[config.mk]
export PLATFORM = sky130hd
export DESIGN_NAME = fdg_queue
export DESIGN_NICKNAME = d
export VERILOG_FILES = /design/src/rtl/fdg_pkg.sv /design/src/rtl/fdg_queue.sv
export VERILOG_INCLUDE_DIRS = /design/src /design/src/rtl
export SDC_FILE = /design/constraint.sdc
export NUM_CORES = 1
export LEC_CHECK = 0
export BUFFER_PORTS_ARGS = -buffer_cell sky130_fd_sc_hd__buf_2
export CELL_PAD_IN_SITES_DETAIL_PLACEMENT = 1
export CELL_PAD_IN_SITES_GLOBAL_PLACEMENT = 2
export CORE_UTILIZATION = 45
export DETAILED_ROUTE_END_ITERATION = 8
export PLACE_DENSITY = 0.85
export SLEW_MARGIN = 40
export SYNTH_ARGS = -nofsm -noshare
export SYNTH_HDL_FRONTEND = slang
export SYNTH_SLANG_ARGS = --single-unit
[constraint.sdc]
create_clock -name aclk -period 12.95 [get_ports aclk]
set_input_delay 2.59 -clock aclk [delete_from_list [all_inputs] [get_ports aclk]]
set_output_delay 2.59 -clock aclk [all_outputs]
set_load 0.02 [all_outputs]
[src/rtl/finite_difference_gradient_stencil_defines.svh]
// Assertion macros shared by the gradient stencil RTL.
`ifndef FINITE_DIFFERENCE_GRADIENT_STENCIL_DEFINES_SVH
`define FINITE_DIFFERENCE_GRADIENT_STENCIL_DEFINES_SVH

// cond must never hold while out of reset
`define FDG_ASSERT_NEVER(lbl, clk, rst_n, cond, msg) \
    lbl: assert property (@(posedge clk) disable iff (!rst_n) !(cond)) else $error(msg);

// ante implies cons in the same cycle
`define FDG_ASSERT_IMPLY(lbl, clk, rst_n, ante, cons, msg) \
    lbl: assert property (@(posedge clk) disable iff (!rst_n) (ante) |-> (cons)) else $error(msg);

`endif

[src/rtl/fdg_pkg.sv]
// Types, constants and rounding helper for the gradient stencil.
package fdg_pkg;

    localparam int MAX_COLS    = 1024;
    localparam int COL_W       = $clog2(MAX_COLS);
    localparam int NUM_COLS_W  = 11;
    localparam int NUM_ROWS_W  = 16;
    localparam int INV_W       = 32;
    localparam int FRAC_W      = 16;
    localparam int SAMPLE_W    = 32;
    localparam int CFG_DATA_W  = 32;
    localparam int CFG_IDX_W   = 2;
    localparam int LINE_W      = 2 * SAMPLE_W;
    localparam int N_TERMS     = 10;
    localparam int OUT_W       = N_TERMS * SAMPLE_W;
    localparam int DIFF_W      = SAMPLE_W + 2;
    localparam int PROD_W      = DIFF_W + INV_W - FRAC_W;
    localparam int ACC_W       = PROD_W + 1;
    localparam int Q_DEPTH     = 4;
    localparam int Q_PTR_W     = $clog2(Q_DEPTH);
    localparam int Q_CNT_W     = $clog2(Q_DEPTH + 1);

    localparam logic [NUM_COLS_W-1:0] NUM_COLS_RST = NUM_COLS_W'(1024);
    localparam logic [NUM_ROWS_W-1:0] NUM_ROWS_RST = NUM_ROWS_W'(1024);
    localparam logic [INV_W-1:0]      INV_RST      = INV_W'(65536);

    typedef enum logic [CFG_IDX_W-1:0] {
        REG_NUM_COLS,
        REG_NUM_ROWS,
        REG_INV_DX,
        REG_INV_DY
    } fdg_reg_t;

    // 3x3 neighborhood, [row][col], row 2 / col 2 newest
    typedef logic [2:0][2:0][SAMPLE_W-1:0] fdg_win_t;

    typedef struct packed {
        logic     last;
        fdg_win_t win;
    } fdg_item_t;

    // terms: dx_fwd, dx_bwd, dy_fwd, dy_bwd, dx_c, dy_c, dx_up, dx_lo, dy_rt, dy_lf
    localparam logic [N_TERMS-1:0] TERM_USE_DY = 10'b1100101100;
    localparam logic [N_TERMS-1:0][1:0] TERM_K = {
        2'd2, 2'd2, 2'd2, 2'd2, 2'd1, 2'd1, 2'd0, 2'd0, 2'd0, 2'd0
    };

    function automatic logic signed [DIFF_W-1:0] fdg_sext(input logic [SAMPLE_W-1:0] x);
        return {{(DIFF_W - SAMPLE_W){x[SAMPLE_W-1]}}, x};
    endfunction

    // shift by k, floor toward minus infinity, saturate to 32 bits signed
    function automatic logic [SAMPLE_W-1:0] fdg_round_sat(
        input logic [ACC_W-1:0] acc,
        input logic             sticky_lo,
        input logic             neg,
        input logic [1:0]       k
    );
        logic [ACC_W-1:0] r;
        logic             sticky;
        logic [ACC_W-1:0] rr;
        logic [SAMPLE_W-1:0] res;
        case (k)
            2'd0: begin
                r      = acc;
                sticky = sticky_lo;
            end
            2'd1: begin
                r      = acc >> 1;
                sticky = sticky_lo | acc[0];
            end
            default: begin
                r      = acc >> 2;
                sticky = sticky_lo | (acc[1:0] != 2'b00);
            end
        endcase
        rr = r + ACC_W'(sticky);
        if (!neg) begin
            res = (r > ACC_W'(32'h7FFF_FFFF)) ? 32'h7FFF_FFFF : r[SAMPLE_W-1:0];
        end else begin
            res = (rr > ACC_W'(32'h8000_0000)) ? 32'h8000_0000
                                                : (SAMPLE_W'(0) - rr[SAMPLE_W-1:0]);
        end
        return res;
    endfunction

endpackage

[src/rtl/fdg_queue.sv]
// Short FIFO of interior windows between front and back.
`include "finite_difference_gradient_stencil_defines.svh"
module fdg_queue
    import fdg_pkg::*;
(
    input  logic               aclk,
    input  logic               aresetn,
    input  logic               push,
    input  fdg_item_t          push_item,
    input  logic               pop,
    output logic               head_valid,
    output fdg_item_t          head_item,
    output logic [Q_CNT_W-1:0] count
);

    fdg_item_t          mem_reg [Q_DEPTH];
    logic [Q_PTR_W-1:0] wr_ptr_reg;
    logic [Q_PTR_W-1:0] rd_ptr_reg;
    logic [Q_CNT_W-1:0] count_reg;

    always_ff @(posedge aclk) begin
        if (!aresetn) begin
            wr_ptr_reg <= '0;
            rd_ptr_reg <= '0;
            count_reg  <= '0;
        end else begin
            if (push) begin
                wr_ptr_reg <= wr_ptr_reg + Q_PTR_W'(1);
            end
            if (pop) begin
                rd_ptr_reg <= rd_ptr_reg + Q_PTR_W'(1);
            end
            count_reg <= count_reg + Q_CNT_W'(push) - Q_CNT_W'(pop);
        end
    end

    always_ff @(posedge aclk) begin
        if (push) begin
            mem_reg[wr_ptr_reg] <= push_item;
        end
    end

    assign head_valid = count_reg != '0;
    assign head_item  = mem_reg[rd_ptr_reg];
    assign count      = count_reg;

    `FDG_ASSERT_NEVER(a_no_overflow, aclk, aresetn, push && !pop && (count_reg == Q_CNT_W'(Q_DEPTH)), "push into full queue")
    `FDG_ASSERT_NEVER(a_no_underflow, aclk, aresetn, pop && (count_reg == '0), "pop from empty queue")

endmodule

==> results of run 1 <==
-- final timing paths --
path	startpoint	to	slack [ns]	depth (start not counted)
worst max-delay path	flip-flop	head_item[95]	6.73	5
worst min-delay path	rd_ptr_reg[1]	flip-flop	0.54	2
worst max register to register	wr_ptr_reg[0]	mem_reg[2][78]	9.65	5
worst min register to register	rd_ptr_reg[1]	flip-flop	0.54	2
-- per-layer routing --
| layer | routed length [microns] | track usage [%] | share of wire (%) |
|---|---|---|---|
| met5 | 269 | 0 | 0.28 |
| met3 | 7040 | 6.41 | 7.3 |
| met1 | 35400 | 23.6 | 37 |
| met4 | 2850 | 7.03 | 3.0 |
| met2 | 50600 | 34.7 | 53 |
-- through the flow --
stage	hold WS (ns)	instances	cell area (sq um)	worst slack, ns
final	0.540	3578	50400	6.73
after global routing	0.563	3574	50400	6.39
after CTS	0.543	3553	50200	6.43
after detailed placement	0.531	3346	46500	7.20
after global placement	0.499	3342	46400	6.83
after floorplan	0.499	1551	42100	3.15
-- layout make-up --
cell class                      instances  area (sq um)  share of cell area (%)
Multi-Input combinational cell        315          6750                    13.4
Antenna cell                           21          52.6                   0.104
Clock buffer                          142          3010                    5.97
Sequential cell                      1165         34900                    69.3
Inverter                                7          26.3                  0.0522
Tap cell                             1243          1560                    3.09
Timing Repair Buffer                  620          3350                    6.65
Clock inverter                         65           723                    1.44
-- Yosys cell counts, types with 2 or more instances --
cell type / number / area (sq um)
edfxtp_1: 1156 / 34700
mux4_2: 289 / 6510
buf_2: 30 / 150
buf_6: 25 / 282
clkbuf_1: 9 / 33.8
dfxtp_1: 9 / 180
inv_1: 7 / 26.3
and2_1: 6 / 37.5
ha_1: 6 / 75.1
nor2_1: 5 / 18.8
xnor2_1: 2 / 17.5
-- cells by family (layout without fill, tap and decap cells) --
family                     Yosys count  after routing
muxes                              290            290
buffers and inverters               71            834
adders and majority gates            7              7
xor gates and xnor gates             3              3
AOI/OAI and AO/OA                    2              2
other                                0             21
DFF                               1165           1165
and+or+nand+nor                     13             13
-- where the power goes --
part	leakage, nW	internal (mW)	total (mW)	switching [mW]
registers	10.7	4.34	4.39	0.0504
clock network	1.80	1.89	3.28	1.39
logic	4.25	0.345	0.897	0.552
total	16.7	6.57	8.57	2.00
-- worst min-delay path: stages, from the launching register on --
cell      delay, ns
dfxtp_1        0.32
nand3b_1       0.10
a21oi_1        0.07
==> impl_metrics.csv, run 1 <==
group,metric,value,unit
run_status,outcome,"finished clean",
synth,syn_area,42100,sq um
timing,tightest_slew,0.865,ns
die,die_w,308,microns
synth,synth_top_family_by_area,"multiplexers",
synth,synth.area.mux_share,15.5,%
global_routing,overflow,0,
synth,syn_nets,1851,
clocking,cts_max_path_buffers,3,
setup_path,crit_buf_inv,4,
die,coreArea,92200,sq um
cells_and_area,layout_commonest_cell,"edfxtp_1",
timing,max_freq,161,MHz
die,die_h,308,microns
hold_path,hold_class,"flip-flop to flip-flop",
synth,synthXorXnorAreaFrac,0.0980,%
die,dieArea,94800,sq um
timing,min_period,6.22,ns
setup_path,cp_slowest_stage_delay,0.64,ns
global_routing,grt_max_degree,73,
pwr,leakage,16.7,nW
drt,dr.pass1.iters,5,
synth,synth_simple_gate_area_share,0.166,%
drt,drc,0,
placed_design,gp_congestion,0.745,
synth,synth_compound_area_share,0.0356,%
clocking,cts-htree-levels,3,
synth,synthArstFlopShare,0,%
drt,drt-wirelength-per-cell,26.9,microns
synth,seq_area_frac_synth,82.8,%
synth,yosysWarningCount,0,
setup_path,path_delay_family,"buffers and inverters",
clocking,cts_sinks,1165,
setup_path,cp_max_fo,45,
placed_design,io_buffers,585,
timing,grt_setup_unrepaired,"no",
timing,relSlewSlack,42.3,%
synth,ys_types,18,
cells_and_area,largest_register_ffs,1156,
clocking,cts_hold_buf,0,
setup_path,arrival,3.63,ns
clocking,tritoncts,"built",
timing,setup_tns,0,ns
die,ios,586,
timing,clock_skew,0.0215,ns
timing,period_share,48.0,%
global_routing,first_global_vias,21044,
cells_and_area,final_nets,2523,
die,start_util,45.7,%
pwr,total_power,8.57,mW
setup_path,crit_chain,"buf_12, buf_6, buf_4, mux4_2, buf_2",
setup_path,crit_path_start_kind,"flip-flop",
clocking,ctsRootBufferMaster,"clkbuf_16",
synth,synthAdderAreaFrac,0.226,%
cells_and_area,final_cell_mix,"edfxtp_1, buf_2, mux4_2, clkbuf_16, clkbuf_1",
setup_path,crit_required,10.36,ns
cells_and_area,final_core_util,54.6,%
setup_path,crit_slowest_cell,"mux4_2",
drt,drt_wl_total,96.2,mm
global_routing,antenna_found_initial,40,
clocking,cts_resized,0,
global_routing,grt_pass1_wl,139,mm
drt,first_iter_violations,1480,
synth,syn_inst,1551,
timing,setup_violations,0,
die,num_rows,111,
clocking,cts_setup_buffers,0,
cells_and_area,fill_cells,8021,
clocking,worst_skew_pair.late_latency,0.70,ns
setup_path,critPathKind,"flip-flop to output pin",
pwr,peakVddDrop,0.136,mV
pwr,p_per_area,170,nW/um^2
setup_path,endpoint_kind,"output pin",
cells_and_area,layout-drive-gt1-share,46.8,%
synth,syn_area_per_cell,27.2,sq um
synth,ys_ff_latch,1165,
flow_run,maxCapViolCount,0,
timing,hold_violations,0,
drt,via_per_inst,5.39,
placed_design,place_hpwl,61.8,mm
drt,ant_nets,0,
synth,yosys_most_used_dff,"edfxtp_1",
clocking,clk_pin_slew,0.06,ns
clocking,cts_buffers,114,
drt,vias,19275,
cells_and_area,area_growth_syn_to_layout,19.6,%
synth,synth-edff-count,1156,
global_routing,grt.total_usage,20.1,%
timing,maxSlewViolCount,0,
Power figures use the tool's default switching activity.
==> run 2: changes to the inputs <==
--- a/config.mk
+++ b/config.mk
@@ -6,12 +6,13 @@
 export SDC_FILE = /design/constraint.sdc
 export NUM_CORES = 1
 export LEC_CHECK = 0
+export ABC_AREA = 1
 export BUFFER_PORTS_ARGS = -buffer_cell sky130_fd_sc_hd__buf_2
 export CELL_PAD_IN_SITES_DETAIL_PLACEMENT = 1
 export CELL_PAD_IN_SITES_GLOBAL_PLACEMENT = 2
-export CORE_UTILIZATION = 45
+export CORE_UTILIZATION = 36
 export DETAILED_ROUTE_END_ITERATION = 8
-export PLACE_DENSITY = 0.85
+export PLACE_DENSITY = 0.82
 export SLEW_MARGIN = 40
 export SYNTH_ARGS = -nofsm -noshare
 export SYNTH_HDL_FRONTEND = slang
==> constraint.sdc (replaced) <==
create_clock -name aclk -period 5.2 [get_ports aclk]
set_input_delay 1.04 -clock aclk [delete_from_list [all_inputs] [get_ports aclk]]
set_output_delay 1.04 -clock aclk [all_outputs]
set_load 0.02 [all_outputs]
==> impl_metrics.csv, run 2 <==
group,metric,value,unit
global_routing,grt_max_degree,176,
flow_run,maxCapViolCount,0,
drt,vias,27689,
die,ios,586,
placed_design,gp_congestion,0.736,
timing,max_freq,255,MHz
clocking,tritoncts,"built",
timing,clock_skew,0.0172,ns
setup_path,arrival,2.89,ns
cells_and_area,layout_commonest_cell,"edfxtp_1",
synth,seq_area_frac_synth,76.7,%
die,coreArea,126000,sq um
global_routing,grt.total_usage,16.7,%
timing,maxSlewViolCount,0,
timing,min_period,3.93,ns
hold_path,hold_class,"flip-flop to flip-flop",
setup_path,critPathKind,"flip-flop to output pin",
synth,syn_area_per_cell,13.3,sq um
cells_and_area,final_nets,4293,
pwr,total_power,21.7,mW
placed_design,pre_cts_ws,1.58,ns
clocking,cts_sinks,1165,
global_routing,first_global_vias,28290,
setup_path,endpoint_kind,"output pin",
clocking,cts_setup_buffers,0,
timing,setup_tns,0,ns
synth,yosysTopAreaCell,"edfxtp_1",
cells_and_area,final_cell_mix,"edfxtp_1, inv_1, buf_2, nand2_1, a21oi_1",
synth,synth-edff-count,1156,
synth,synthArstFlopShare,0,%
cells_and_area,fill_cells,13183,
synth,syn_inst,3425,
run_status,outcome,"finished clean",
clocking,clk_pin_slew,0.06,ns
cells_and_area,regArea,34900,sq um
placed_design,place_area,50300,sq um
synth,syn_nets,3725,
setup_path,crit_required,4.16,ns
pwr,peakVddDrop,0.348,mV
global_routing,antenna_found_initial,29,
clocking,cts-htree-levels,4,
die,start_util,36.2,%
setup_path,cp_max_fo,175,
synth,netlist.area_leader.share,76.3,%
clocking,cts_resized,0,
timing,hold_ws,0.475,ns
synth,ys_types,15,
clocking,cts_buffers,130,
timing,period_share,75.6,%
cells_and_area,multi_input_comb_area,7490,sq um
synth,ys_ff_latch,1165,
timing,setup_ws,1.27,ns
timing,grt_setup_unrepaired,"no",
synth,synth_area_leaders,"edfxtp_1, inv_1, nand2_1, o211ai_1, a21oi_1",
drt,first_iter_violations,1547,
cells_and_area,largest_register_ffs,1156,
pwr,p_per_area,400,nW/um^2
timing,hold_violations,0,
cells_and_area,area_growth_syn_to_layout,19.3,%
placed_design,place_inst,5511,
synth,yosysWarningCount,0,
die,num_rows,130,
setup_path,crit_path_start_kind,"flip-flop",
synth,yosysMostFrequentCell,"edfxtp_1",
synth,yosys_most_used_dff,"edfxtp_1",
synth,syn_area,45500,sq um
die,die_h,358,microns
drt,dr.pass1.iters,5,
clocking,worst_skew_pair.late_latency,0.74,ns
global_routing,grt_pass1_wl,163,mm
timing,setup_violations,0,
placed_design,io_buffers,585,
drt,drc,0,
cells_and_area,layout-drive-gt1-share,19.7,%
drt,drt-wirelength-per-cell,19.1,microns
clocking,cts_hold_buf,0,
drt,via_per_inst,4.81,
die,dieArea,128000,sq um
die,die_w,358,microns
cells_and_area,fin_cells,5756,
global_routing,overflow,0,
cells_and_area,stdcell_area,54300,sq um
drt,drt_wl_total,110,mm
synth,synth_commonest_cells,"edfxtp_1, inv_1, nand2_1",
pwr,leakage,20.8,nW
timing,tightest_slew,0.819,ns
clocking,ctsRootBufferMaster,"clkbuf_16",
timing,relSlewSlack,45.4,%
clocking,cts_max_path_buffers,3,
cells_and_area,final_core_util,43.2,%
placed_design,place_hpwl,67.0,mm
drt,ant_nets,0,
==> run 2: power by group <==
group	switching [mW]	total [mW]	internal [mW]
combinational	1.58	2.20	0.613
sequential	0.0983	10.9	10.8
clock	3.69	8.69	5.00
total	5.37	21.7	16.4
==> run 2: per-layer routing <==
| metal | GRT usage, % | share of wire (%) | wire length, microns | up-vias |
|---|---|---|---|---|
| met1 | 18.8 | 39 | 42900 | 13742 |
| met5 | 0 | 0.23 | 249 | - |
| met3 | 5.57 | 6.5 | 7120 | 201 |
| met2 | 29.8 | 52 | 56900 | 571 |
| li1 | - | - | - | 13137 |
| met4 | 5.26 | 2.3 | 2530 | 38 |
==> run 2: worst paths after layout <==
check | from | endpoint | slack, ns | depth (start not counted)
max reg2reg | wr_ptr_reg[0] | mem_reg[2][223] | 2.36 | 6
max | flip-flop | head_item[245] | 1.27 | 6
min | rd_ptr_reg[0] | flip-flop | 0.47 | 1
min reg2reg | rd_ptr_reg[0] | flip-flop | 0.47 | 1
==> run 2: kinds of logic (layout without fill, tap and decap cells) <==
| group | after synthesis | after routing | synth area share [%] |
|---|---|---|---|
| and+or+nand+nor | 591 | 591 | 4.88 |
| DFF | 1165 | 1165 | 76.7 |
| buffers and inverters | 785 | 1458 | 6.99 |
| adders and majority gates | 7 | 7 | 0.209 |
| AOI/OAI and AO/OA | 877 | 877 | 11.2 |
| other | 0 | 8 | 0 |
==> run 2: area by class of cell <==
type / instances / share of cell area (%)
well taps: 1650 / 3.80
repair buffers: 628 / 6.56
multi-input cells: 1475 / 13.8
inverters: 593 / 4.13
flip-flops and latches: 1165 / 64.3
clock buffers: 168 / 6.41
diodes: 8 / 0.0369
clock inverters: 69 / 0.986
==> run 2: critical path, stage by stage, from the launching register on <==
cell,delay (ns)
dfxtp_4,0.59
buf_12,0.28
buf_12,0.46
nand2_1,0.17
o211ai_1,0.14
nand2_1,0.11
buf_2,0.17
